### src/hdl/rtkd_pkg.sv
// ----------------------------------------------------------------------------
// rtkd_pkg: shared types and constants for the rapid trigger key detector
// Event codes, register indexes, reset values and the grouped config and
// tracking state carried between the detector modules.
// ----------------------------------------------------------------------------
package rtkd_pkg;

	localparam int LEVEL_W   = 8;
	localparam int CFG_IDX_W = 3;
	localparam int CFG_DAT_W = 8;

	localparam logic [LEVEL_W-1:0] FULL_TRAVEL = 8'd255;
	localparam logic [LEVEL_W-1:0] ZERO_TRAVEL = 8'd0;

	// event codes on the result channel
	typedef enum logic [1:0] {
		EV_NONE    = 2'd0,
		EV_PRESS   = 2'd1,
		EV_RELEASE = 2'd2
	} key_event_t;

	// register indexes on the config channel
	localparam logic [CFG_IDX_W-1:0] REG_RAPID_MODE      = 3'd0;
	localparam logic [CFG_IDX_W-1:0] REG_CONTINUOUS_MODE = 3'd1;
	localparam logic [CFG_IDX_W-1:0] REG_PRESS_LEVEL     = 3'd2;
	localparam logic [CFG_IDX_W-1:0] REG_RELEASE_LEVEL   = 3'd3;
	localparam logic [CFG_IDX_W-1:0] REG_PRESS_RISE      = 3'd4;
	localparam logic [CFG_IDX_W-1:0] REG_RELEASE_FALL    = 3'd5;
	localparam logic [CFG_IDX_W-1:0] REG_HOLD_PRESS      = 3'd6;
	localparam logic [CFG_IDX_W-1:0] REG_HOLD_RELEASE    = 3'd7;

	// register reset values
	localparam logic [LEVEL_W-1:0] RST_PRESS_LEVEL   = 8'd128;
	localparam logic [LEVEL_W-1:0] RST_RELEASE_LEVEL = 8'd100;
	localparam logic [LEVEL_W-1:0] RST_PRESS_RISE    = 8'd16;
	localparam logic [LEVEL_W-1:0] RST_RELEASE_FALL  = 8'd16;
	localparam logic [LEVEL_W-1:0] RST_HOLD          = 8'd0;

	typedef struct packed {
		logic               rapid_mode;
		logic               continuous_mode;
		logic [LEVEL_W-1:0] press_level;
		logic [LEVEL_W-1:0] release_level;
		logic [LEVEL_W-1:0] press_rise;
		logic [LEVEL_W-1:0] release_fall;
		logic [LEVEL_W-1:0] hold_after_press;
		logic [LEVEL_W-1:0] hold_after_release;
	} cfg_t;

	typedef struct packed {
		logic               is_pressed;
		logic               is_armed;
		logic [LEVEL_W-1:0] peak_level;
		logic [LEVEL_W-1:0] trough_level;
		logic [LEVEL_W-1:0] hold_count;
	} trk_state_t;

endpackage

### src/hdl/rapid_trigger_key_detector_unit.sv
// ----------------------------------------------------------------------------
// rapid_trigger_key_detector_unit: key press/release detector, top level
// Usage:
//   Input channel (in_valid/in_ready, travel_level): one travel sample per
//   beat. Result channel (out_valid/out_ready, key_event, key_down): one
//   result per sample, in order: 0 none, 1 press, 2 release, plus the
//   pressed state after that sample.
//   Config channel (cfg_valid/cfg_ready, cfg_index, cfg_data): always ready;
//   write only while no sample is in flight.
//   Path: a sample goes through the input register, then the result
//   register once that register is free. Throughput: one sample per
//   cycle while out_ready stays high; the tracking state updates
//   as a sample moves from the input register into the result register, so
//   the next sample sees it at once.
//   Stall: when the receiver holds out_ready low the result register holds,
//   the input register still takes one more beat, then in_ready drops.
//   Reset: settings return to their defaults (plain mode, press 128,
//   release 100, rise/fall 16, no hold), tracking state clears, both
//   registers empty.
// ----------------------------------------------------------------------------
module rapid_trigger_key_detector_unit (
	input  logic                           clk,
	input  logic                           arst_n,
	input  logic                           in_valid,
	output logic                           in_ready,
	input  logic [rtkd_pkg::LEVEL_W-1:0]   travel_level,
	output logic                           out_valid,
	input  logic                           out_ready,
	output logic [1:0]                     key_event,
	output logic                           key_down,
	input  logic                           cfg_valid,
	output logic                           cfg_ready,
	input  logic [rtkd_pkg::CFG_IDX_W-1:0] cfg_index,
	input  logic [rtkd_pkg::CFG_DAT_W-1:0] cfg_data
);

	rtkd_pkg::cfg_t               cfg;
	rtkd_pkg::trk_state_t         state_q;
	rtkd_pkg::trk_state_t         state_nxt;
	rtkd_pkg::key_event_t         ev;
	logic [rtkd_pkg::LEVEL_W-1:0] level_s1;
	logic                         vld_s1;
	logic [1:0]                   event_s2;
	logic                         down_s2;
	logic                         vld_s2;
	logic                         adv;

	assign cfg_ready = 1'b1;

	rtkd_cfg_regs u_cfg (
		.clk     (clk),
		.arst_n  (arst_n),
		.wr_en   (cfg_valid),
		.wr_index(cfg_index),
		.wr_data (cfg_data),
		.cfg     (cfg)
	);

	rtkd_core u_core (
		.lv  (level_s1),
		.cfg (cfg),
		.st  (state_q),
		.nxt (state_nxt),
		.ev  (ev)
	);

	// move a sample into the result register when that slot frees up
	assign adv      = vld_s1 && (!vld_s2 || out_ready);
	assign in_ready = !vld_s1 || adv;

	// input register
	always_ff @(posedge clk or negedge arst_n) begin
		if (!arst_n) begin
			vld_s1 <= 1'b0;
		end else if (in_ready) begin
			vld_s1 <= in_valid;
		end
	end

	always_ff @(posedge clk) begin
		if (in_valid && in_ready) begin
			level_s1 <= travel_level;
		end
	end

	// tracking state, advanced once per sample
	always_ff @(posedge clk or negedge arst_n) begin
		if (!arst_n) begin
			state_q <= '0;
		end else if (adv) begin
			state_q <= state_nxt;
		end
	end

	// result register
	always_ff @(posedge clk or negedge arst_n) begin
		if (!arst_n) begin
			vld_s2 <= 1'b0;
		end else if (adv) begin
			vld_s2 <= 1'b1;
		end else if (out_ready) begin
			vld_s2 <= 1'b0;
		end
	end

	always_ff @(posedge clk) begin
		if (adv) begin
			event_s2 <= ev;
			down_s2  <= state_nxt.is_pressed;
		end
	end

	assign out_valid = vld_s2;
	assign key_event = event_s2;
	assign key_down  = down_s2;

	// a press leaves the key down, a release leaves it up
	a_event_matches_down: assert property (@(posedge clk) disable iff (!arst_n)
		out_valid |-> ((key_event != rtkd_pkg::EV_PRESS || key_down) &&
		               (key_event != rtkd_pkg::EV_RELEASE || !key_down)))
		else $error("key_down disagrees with key_event");

	// a sample inside the rapid-mode hold window gives no event
	a_hold_mutes: assert property (@(posedge clk) disable iff (!arst_n)
		(adv && cfg.rapid_mode && state_q.hold_count != '0) |=>
		(out_valid && key_event == rtkd_pkg::EV_NONE))
		else $error("event reported during hold window");

	// plain mode leaves the rapid tracking fields alone
	a_plain_keeps_track: assert property (@(posedge clk) disable iff (!arst_n)
		(adv && !cfg.rapid_mode) |=>
		($stable(state_q.hold_count) && $stable(state_q.is_armed) &&
		 $stable(state_q.peak_level) && $stable(state_q.trough_level)))
		else $error("plain mode changed rapid tracking state");

endmodule

### src/hdl/rtkd_cfg_regs.sv
// ----------------------------------------------------------------------------
// rtkd_cfg_regs: configuration register file
// Holds the eight detector settings; one write beat per cycle, always ready.
// ----------------------------------------------------------------------------
module rtkd_cfg_regs (
	input  logic                           clk,
	input  logic                           arst_n,
	input  logic                           wr_en,
	input  logic [rtkd_pkg::CFG_IDX_W-1:0] wr_index,
	input  logic [rtkd_pkg::CFG_DAT_W-1:0] wr_data,
	output rtkd_pkg::cfg_t                 cfg
);

	rtkd_pkg::cfg_t cfg_q;

	// update the addressed register on a write beat
	always_ff @(posedge clk or negedge arst_n) begin
		if (!arst_n) begin
			cfg_q.rapid_mode         <= 1'b0;
			cfg_q.continuous_mode    <= 1'b0;
			cfg_q.press_level        <= rtkd_pkg::RST_PRESS_LEVEL;
			cfg_q.release_level      <= rtkd_pkg::RST_RELEASE_LEVEL;
			cfg_q.press_rise         <= rtkd_pkg::RST_PRESS_RISE;
			cfg_q.release_fall       <= rtkd_pkg::RST_RELEASE_FALL;
			cfg_q.hold_after_press   <= rtkd_pkg::RST_HOLD;
			cfg_q.hold_after_release <= rtkd_pkg::RST_HOLD;
		end else if (wr_en) begin
			case (wr_index)
				rtkd_pkg::REG_RAPID_MODE:      cfg_q.rapid_mode         <= wr_data[0];
				rtkd_pkg::REG_CONTINUOUS_MODE: cfg_q.continuous_mode    <= wr_data[0];
				rtkd_pkg::REG_PRESS_LEVEL:     cfg_q.press_level        <= wr_data;
				rtkd_pkg::REG_RELEASE_LEVEL:   cfg_q.release_level      <= wr_data;
				rtkd_pkg::REG_PRESS_RISE:      cfg_q.press_rise         <= wr_data;
				rtkd_pkg::REG_RELEASE_FALL:    cfg_q.release_fall       <= wr_data;
				rtkd_pkg::REG_HOLD_PRESS:      cfg_q.hold_after_press   <= wr_data;
				rtkd_pkg::REG_HOLD_RELEASE:    cfg_q.hold_after_release <= wr_data;
				default: begin
				end
			endcase
		end
	end

	assign cfg = cfg_q;

endmodule

### src/hdl/rtkd_core.sv
// ----------------------------------------------------------------------------
// rtkd_core: per-sample decision logic
// Given one travel level, the settings and the tracking state, produce the
// event and the next tracking state (plain thresholds or rapid tracking).
// ----------------------------------------------------------------------------
module rtkd_core (
	input  logic [rtkd_pkg::LEVEL_W-1:0] lv,
	input  rtkd_pkg::cfg_t               cfg,
	input  rtkd_pkg::trk_state_t         st,
	output rtkd_pkg::trk_state_t         nxt,
	output rtkd_pkg::key_event_t         ev
);

	logic [rtkd_pkg::LEVEL_W-1:0] rise_diff;
	logic [rtkd_pkg::LEVEL_W-1:0] fall_diff;
	logic                         release_hit;

	// distances from the running trough and peak
	assign rise_diff   = lv - st.trough_level;
	assign fall_diff   = st.peak_level - lv;
	assign release_hit = (lv == rtkd_pkg::ZERO_TRAVEL) ||
	                     ((lv < cfg.release_level) && !cfg.continuous_mode);

	// decide the event and the next state
	always_comb begin
		nxt = st;
		ev  = rtkd_pkg::EV_NONE;
		if (!cfg.rapid_mode) begin
			if (!st.is_pressed && (lv > cfg.press_level)) begin
				nxt.is_pressed = 1'b1;
				ev             = rtkd_pkg::EV_PRESS;
			end else if (st.is_pressed && (lv < cfg.release_level)) begin
				nxt.is_pressed = 1'b0;
				ev             = rtkd_pkg::EV_RELEASE;
			end
		end else if (st.hold_count != '0) begin
			// count down the hold window, no event
			nxt.hold_count = st.hold_count - 1'b1;
		end else if (!st.is_pressed && !st.is_armed) begin
			// first press arms the key
			if (lv > cfg.press_level) begin
				nxt.is_armed   = 1'b1;
				nxt.is_pressed = 1'b1;
				nxt.peak_level = lv;
				nxt.hold_count = cfg.hold_after_press;
				ev             = rtkd_pkg::EV_PRESS;
			end
		end else if (release_hit) begin
			// disarm, and release if still down
			nxt.is_armed     = 1'b0;
			nxt.trough_level = lv;
			if (st.is_pressed) begin
				nxt.is_pressed = 1'b0;
				nxt.hold_count = cfg.hold_after_release;
				ev             = rtkd_pkg::EV_RELEASE;
			end
		end else if (!st.is_pressed) begin
			// armed and up: follow the trough, re-press on a rise
			if (lv < st.trough_level) begin
				nxt.trough_level = lv;
			end else if ((lv > st.trough_level) &&
			             ((lv == rtkd_pkg::FULL_TRAVEL) || (rise_diff >= cfg.press_rise))) begin
				nxt.peak_level = lv;
				nxt.is_pressed = 1'b1;
				nxt.hold_count = cfg.hold_after_press;
				ev             = rtkd_pkg::EV_PRESS;
			end
		end else begin
			// down: follow the peak, release on a fall
			if (lv > st.peak_level) begin
				nxt.peak_level = lv;
			end else if ((lv < st.peak_level) && (fall_diff >= cfg.release_fall)) begin
				nxt.trough_level = lv;
				nxt.is_pressed   = 1'b0;
				nxt.hold_count   = cfg.hold_after_release;
				ev               = rtkd_pkg::EV_RELEASE;
			end
		end
	end

endmodule

### config.mk
export PLATFORM = sky130hd
export DESIGN_NAME = rapid_trigger_key_detector_unit
export DESIGN_NICKNAME = d
export VERILOG_FILES = /design/src/hdl/rtkd_pkg.sv /design/src/hdl/rapid_trigger_key_detector_unit.sv /design/src/hdl/rtkd_cfg_regs.sv /design/src/hdl/rtkd_core.sv
export SDC_FILE = /design/constraint.sdc
export NUM_CORES = 1
export LEC_CHECK = 0
export ABC_AREA = 1
export BUFFER_PORTS_ARGS = -buffer_cell sky130_fd_sc_hd__buf_4
export CELL_PAD_IN_SITES_DETAIL_PLACEMENT = 1
export CELL_PAD_IN_SITES_GLOBAL_PLACEMENT = 1
export CORE_MARGIN = 2
export CORE_UTILIZATION = 42
export CTS_CLUSTER_SIZE = 25
export DETAILED_ROUTE_END_ITERATION = 12
export PLACE_DENSITY_LB_ADDON = 0.1
export SLEW_MARGIN = 20
export SYNTH_ARGS = -nofsm -noshare
export SYNTH_HDL_FRONTEND = slang
export SYNTH_SLANG_ARGS = --single-unit
### constraint.sdc
create_clock -name clk -period 3.26 [get_ports clk]
set_input_delay 0.978 -clock clk [delete_from_list [all_inputs] [get_ports clk]]
set_output_delay 0.978 -clock clk [all_outputs]
set_load 0.03 [all_outputs]
Yosys cells after proc, flatten, opt, wreduce, memory -nomap -nowiden
Index checks and enable logic that the tools add are counted.
- bits of input ports: 24
- logic and storage cells: 130
- bits in registers: 89
- output and inout bits: 6
- reductions and logical operators: 34
- bitwise operators: 2
- order comparisons: 8
- eq/ne operators: 18
- add/sub/neg operators: 3
- mux-type cells: 47
- operators with widths (operator ; number):
    2-to-1 mux 24 bit ; 4
    2-to-1 mux 8 bit ; 12
    2-to-1 mux 16 bit ; 3
    greater-than comparator 8 bit ; 3
    less-than comparator 8 bit ; 3
    2-to-1 mux 2 bit ; 11
    2-to-1 mux 10 bit ; 2
    2-to-1 mux 18 bit ; 1
    greater-or-equal comparator 8 bit ; 2
    AND reduction 2 bit ; 8
    AND reduction 8 bit ; 2
    subtractor 8 bit ; 2
    2-to-1 mux 1 bit ; 14
    == test 3 bit (second input constant) ; 4
    != test 6 x 2 -> 1 bit (second input constant) ; 2
    != test 5 x 2 -> 1 bit (second input constant) ; 2
    == test 8 bit (second input constant) ; 1
    logical AND 1 bit ; 8
    logical NOT 8 bit ; 1
    nonzero test 8 bit ; 1
    subtractor 8 x 1 -> 8 bit (second input constant) ; 1
    AND reduction 7 bit ; 1
    == test 3 x 2 -> 1 bit (second input constant) ; 2
    != test 6 x 3 -> 1 bit (second input constant) ; 1
    12 further kinds ; 21

Longest topological paths before layout
- word-level depth: 14
- depth in mapped cells: 27
- depth with buffers taken out: 27

Hierarchy
From an unflattened synthesis, not the netlist that was laid out.
- cells, all modules: 956
- area total of the unflattened synthesis: 6632.6 um2
- modules (own cells, without submodules) (module ; seq. area each (um2) ; times used ; area each (um2) ; cells an instance):
    rtkd_core ; 0.0 ; 1 ; 3154.3 ; 590
    rtkd_cfg_regs ; 1258.7 ; 1 ; 1990.7 ; 231
    rapid_trigger_key_detector_unit ; 1031.0 ; 1 ; 1487.7 ; 135

Worst setup path after synthesis
No wires, ideal clock.
- kind: reg-to-reg
- from: register level_s1[2] in the netlist's numbering
- to: register state_q[9] in the netlist's numbering
- arrival: 2.912 ns
- cell stages (with the launch flop): 22
- clock period less this slack: 3.033 ns
- data required time: 3.139 ns
- path slack: 0.227 ns
- setup time: 0.121 ns
- path buffers: 1
- path through: edfxtp_1 -> inv_1 -> ha_1 -> a21oi_1 -> o21ai_0 -> nand2_1 -> nand2_1 -> a21oi_1 -> nor2_1 -> o21ai_0 -> nand2_1 -> xor2_1 -> ha_1 -> nand2_1 -> inv_1 -> nor3_1 -> nand2_1 -> nand2_1 -> nand3_2 -> nand3_4 -> buf_12 -> o21ai_2
- word-level cells in the longest chain between the ends: 5
- elaborated cells between the ends (all ways): 15
- classes of those cells: add/sub: 1; order compare: 5; eq/ne: 3; mux: 1; reduce/logical: 5
- RTL lines (item ; RTL line ; text):
    from (decl) ; rapid_trigger_key_detector_unit.sv:41 ; logic [rtkd_pkg::LEVEL_W-1:0] level_s1;
    from (signal assigned) ; rapid_trigger_key_detector_unit.sv:82 ; level_s1 <= travel_level;
    subtractor 8 bit / less-than comparator 8 bit (equally long branches) ; rtkd_core.sv:20, rtkd_core.sv:22 ;
    greater-or-equal comparator 8 bit / logical AND 1 bit (equally long branches) ; rtkd_core.sv:72, rtkd_core.sv:22 ;
    logical AND 1 bit / logical OR 1 bit (equally long branches) ; rtkd_core.sv:72, rtkd_core.sv:21 ;
    != test 6 x 2 -> 1 bit (no source line) / != test 6 x 3 -> 1 bit (equally long branches) ; n/a ;
    AND reduction 7 bit (no source line) ; n/a ;
    to (signal assigned) ; rapid_trigger_key_detector_unit.sv:91 ; state_q <= state_nxt;
    to (decl) ; rapid_trigger_key_detector_unit.sv:38 ; rtkd_pkg::trk_state_t state_q;
Parallel ways exist; a longest one is shown, timed or not.
A chain may end at the register's enable or synchronous reset.

Worst setup path after layout
- from: register level_s1[2] in the netlist's numbering
- to: register state_q[21] in the netlist's numbering
- word-level cells in the longest chain between the ends: 6
- elaborated cells between the ends (all ways): 19
- classes of those cells: add/sub: 1; order compare: 6; eq/ne: 6; reduce/logical: 6
- RTL lines (item ; RTL line ; text):
    subtractor 8 bit ; rtkd_core.sv:19 ; assign rise_diff = lv - st.trough_level;
    greater-or-equal comparator 8 bit ; rtkd_core.sv:62 ; ((lv == rtkd_pkg::FULL_TRAVEL) || (rise_diff >= cfg.press_rise))) begin
    logical OR 1 bit ; rtkd_core.sv:62 ;
    logical AND 1 bit ; rtkd_core.sv:61 ; end else if ((lv > st.trough_level) &&
    != test 5 x 2 -> 1 bit (no source line) ; n/a ;
    AND reduction 8 bit (no source line) * ; n/a ;
Every way passes the cells marked *; elsewhere a longest branch is shown, timed or not.

==> results.tsv <==
metric	value	unit
status	complete, but fails checks	
violations	setup timing	
fmax	0.3015	GHz
drt-initial-drc-count	187	
cts_tree	built	
htree_levels	3	
fin_util	51.21	%
final_cell_count_no_fill	962	
cts_made_buffers	9	
maxSlewHeadroom	60.40	%
pwr-share-comb	53.4	%
wl_per_cell	16.88	microns
start_util	42.65	%
path_clk_slew	0.07	ns
total_power	5.719	mW
crit_path_start_kind	register	
rows	42	
p_per_area	850.0	nW/um^2
crit_fanout	5	
switchingPower	2.531	mW
max-cap-violations	0	
r2r_start	level_s1[2]$_DFFE_PP_	
port_buffers	28	
period_share	101.7	%
clk_latency	0.36	ns
clkPwrFrac	17.8	%
maxSlewViolCount	0	
ys_ff_latch	89	
netlist.top_cell.by_area	dfrtp_1	
ctsLongestPathBuffers	2	
pwr-share-seq	28.8	%
vdd_ir_drop_max	0.3763	mV
wirelength	16240	microns
postPlaceCellArea	6128	sq um
grt_max_degree	43	
grt_antenna_before_repair	0	
worst_hold_path_type	register to register	
crit_slowest_cell	edfxtp_1	
place_inst	933	
p_leak	3.446	nW
layout_setup_ws	-0.05685	ns
drive_gt1_share	21.88	%
r2r_end	state_q[21]$_DFFE_PN0P_	
syn_avg_cell_area	7.782	sq um
grt_overflow	0	
dp_hpwl	12160	microns
ys_async_sr_fraction	87.64	%
synthTopCellsByCount	nand2_1 (202), inv_1 (123), dfrtp_1 (72), o21ai_0 (62), ha_1 (49)	
tightest_slew	0.5941	ns
cts_root_buf	clkbuf_16	
skew	0.01341	ns
viasPerCell	5.041	
antenna_cells	0	
crit_chain	ha_4, a21oi_2, o21ai_2, nand2_1, nand2_1, a21oi_2, o21ai_2, a21oi_2, inv_1, nand2_2, nand2_2, ha_4, nand2_2, nor2_1, nand2_1, nand2_1, nand3_4, a21oi_4, nand2_2, nor2_4, clkbuf_16, nand2_2, nand2_1	
n_fill_cell	1622	
synth-edff-count	11	
nNetsFinal	856	
syn_area	5603	sq um
gp_congestion	0.8865	
synthDistinctLibCells	39	
endpoint_kind	register	
reg2reg_slack	-0.06	ns
die-width	119.5	microns
num_io_pins	30	
syn-num-nets	795	
critPathArrivalTime	3.60	ns
die_h	119.5	microns
synth_area_leaders	dfrtp_1 (32%), nand2_1 (14%), ha_1 (11%), inv_1 (8.2%), edfxtp_1 (5.9%)	
yosys_warnings	0	
power.internal	3.188	mW
ys_seq_area_share	40.87	%
final_antenna_net_count	0	
yosysMostFrequentCell	nand2_1	
holdPathStages	2	
hp-start	u_cfg.cfg[36]$_DFFE_PN0P_	
grt_setup_unrepaired	yes	
rr_worst_depth	23	
drc	0	
setup_viol	16	
ys.flop_type	dfrtp_1	
first_global_vias	5157	
final_area	6728	sq um
crit_type	register to register	
fin_hold_ws	0.4890	ns
synthCells	720	
vias	4849	
grt_use_total	23.95	%
fin_crit	3.317	ns
slowest_delay	0.46	ns
clock_sinks	89	
min_to	u_cfg.cfg[36]$_DFFE_PN0P_	
dieArea	14280	sq um
drt-pass1-iter-count	4	
hold_buffers	0	
switching_share	44.26	%
fp.coreArea	13140	sq um
synth.top_cell.area_share	32.16	%
hold_viol_final	0	
worstPathRequired	3.55	ns
grt_pass1_wl	26380	microns
area_delta_synth_final	20.08	%
## cells in the final DEF (no fill, tap or decap), types with 11 or more instances in the layout
cell,netlist,routed
nand2_1,202,185
inv_1,123,120
dfrtp_1,72,72
buf_4,1,58
o21ai_0,62,56
ha_1,49,45
nor2_1,44,41
nand3_1,32,31
nand2_2,14,30
a21oi_1,23,18
o21ai_2,10,16
edfxtp_1,11,11
## critical path, delay by kind of cell, from the launching register on
family,cells,cell delay (ns)
AND/OR/NAND/NOR,13,1.09
AO/OA/AOI/OAI,6,0.85
adder cells (fa/ha/maj),2,0.56
flip-flops,1,0.46
buffers and inverters,2,0.25
## how the worst max path moves through the flow
stage / startpoint / to / slack, ns / depth (start not counted)
finish: level_s1[2]$_DFFE_PP_ / state_q[21]$_DFFE_PN0P_ / -0.06 / 23
global placement: level_s1[2]$_DFFE_PP_ / state_q[18]$_DFFE_PN0P_ / -0.06 / 25
CTS: level_s1[2]$_DFFE_PP_ / state_q[19]$_DFFE_PN0P_ / -0.004 / 25
global route: level_s1[2]$_DFFE_PP_ / state_q[16]$_DFFE_PN0P_ / -0.25 / 25
detailed placement: level_s1[2]$_DFFE_PP_ / state_q[19]$_DFFE_PN0P_ / -0.22 / 24
floorplan: level_s1[2]$_DFFE_PP_ / state_q[9]$_DFFE_PN0P_ / 0.23 / 21
## routing by layer
metal  routed length [microns]  share of wire [%]  track usage (%)
met4                       358                2.2            7.647
met1                      7133                 44            30.37
met2                      8145                 50            41.18
met3                       606                3.7            4.705
met5                         0                  0                0
## stage by stage
step | worst slack [ns] | TNS [ns]
3_5_place_dp | -0.2153 | -3.120
6_report | -0.05685 | -0.4873
2_1_floorplan | 0.2272 | 0
5_1_grt | -0.2486 | -4.599
4_1_cts | -0.004405 | -0.004405
3_3_place_gp | -0.06369 | -0.5444
## cell families (layout without fill, tap and decap cells)
group	count (synthesis)	in the layout	share of synthesized area [%]
xor gates and xnor gates	12	12	1.876
other	1	1	0.06693
AOI/OAI and AO/OA	104	104	10.38
adders and majority gates	51	51	11.66
DFF	89	89	40.87
buffers and inverters	142	207	10.05
and+or+nand+nor	321	322	25.10
## area by class of cell
type / count / area [sq um] / area share, %
multi-input cells: 490 / 2954 / 43.91
flip-flops and latches: 89 / 2290 / 34.03
repair buffers: 61 / 491.7 / 7.309
inverters: 130 / 490.5 / 7.290
clock buffers: 11 / 242.7 / 3.608
well taps: 176 / 220.2 / 3.273
clock inverters: 5 / 38.79 / 0.5765
## state kept, by name, summed over array words and instances (netlist names)
register	flops
out_valid	1
u_cfg.cfg	50
level_s1	8
state_q	26
key_event	2
vld_s1	1
key_down	1
## power groups by stage
stage / registers (mW) / logic (mW) / clock network, mW
after CTS: 1.64 / 2.81 / 1.04
after global placement: 1.65 / 2.49 / 0
after global routing: 1.68 / 3.47 / 1.08
final: 1.65 / 3.05 / 1.02
after detailed placement: 1.66 / 2.68 / 0
after floorplan: 1.61 / 1.92 / 0
## what timing repair did
action | CTS | global route
pin swaps | 4 | 23
endpoints found under the setup margin | 27 | 28
gates resized for setup | 20 | 37
cloned | 1 | 1
setup buffers | 4 | 7
No activity file was read; power rests on OpenSTA's default activity.
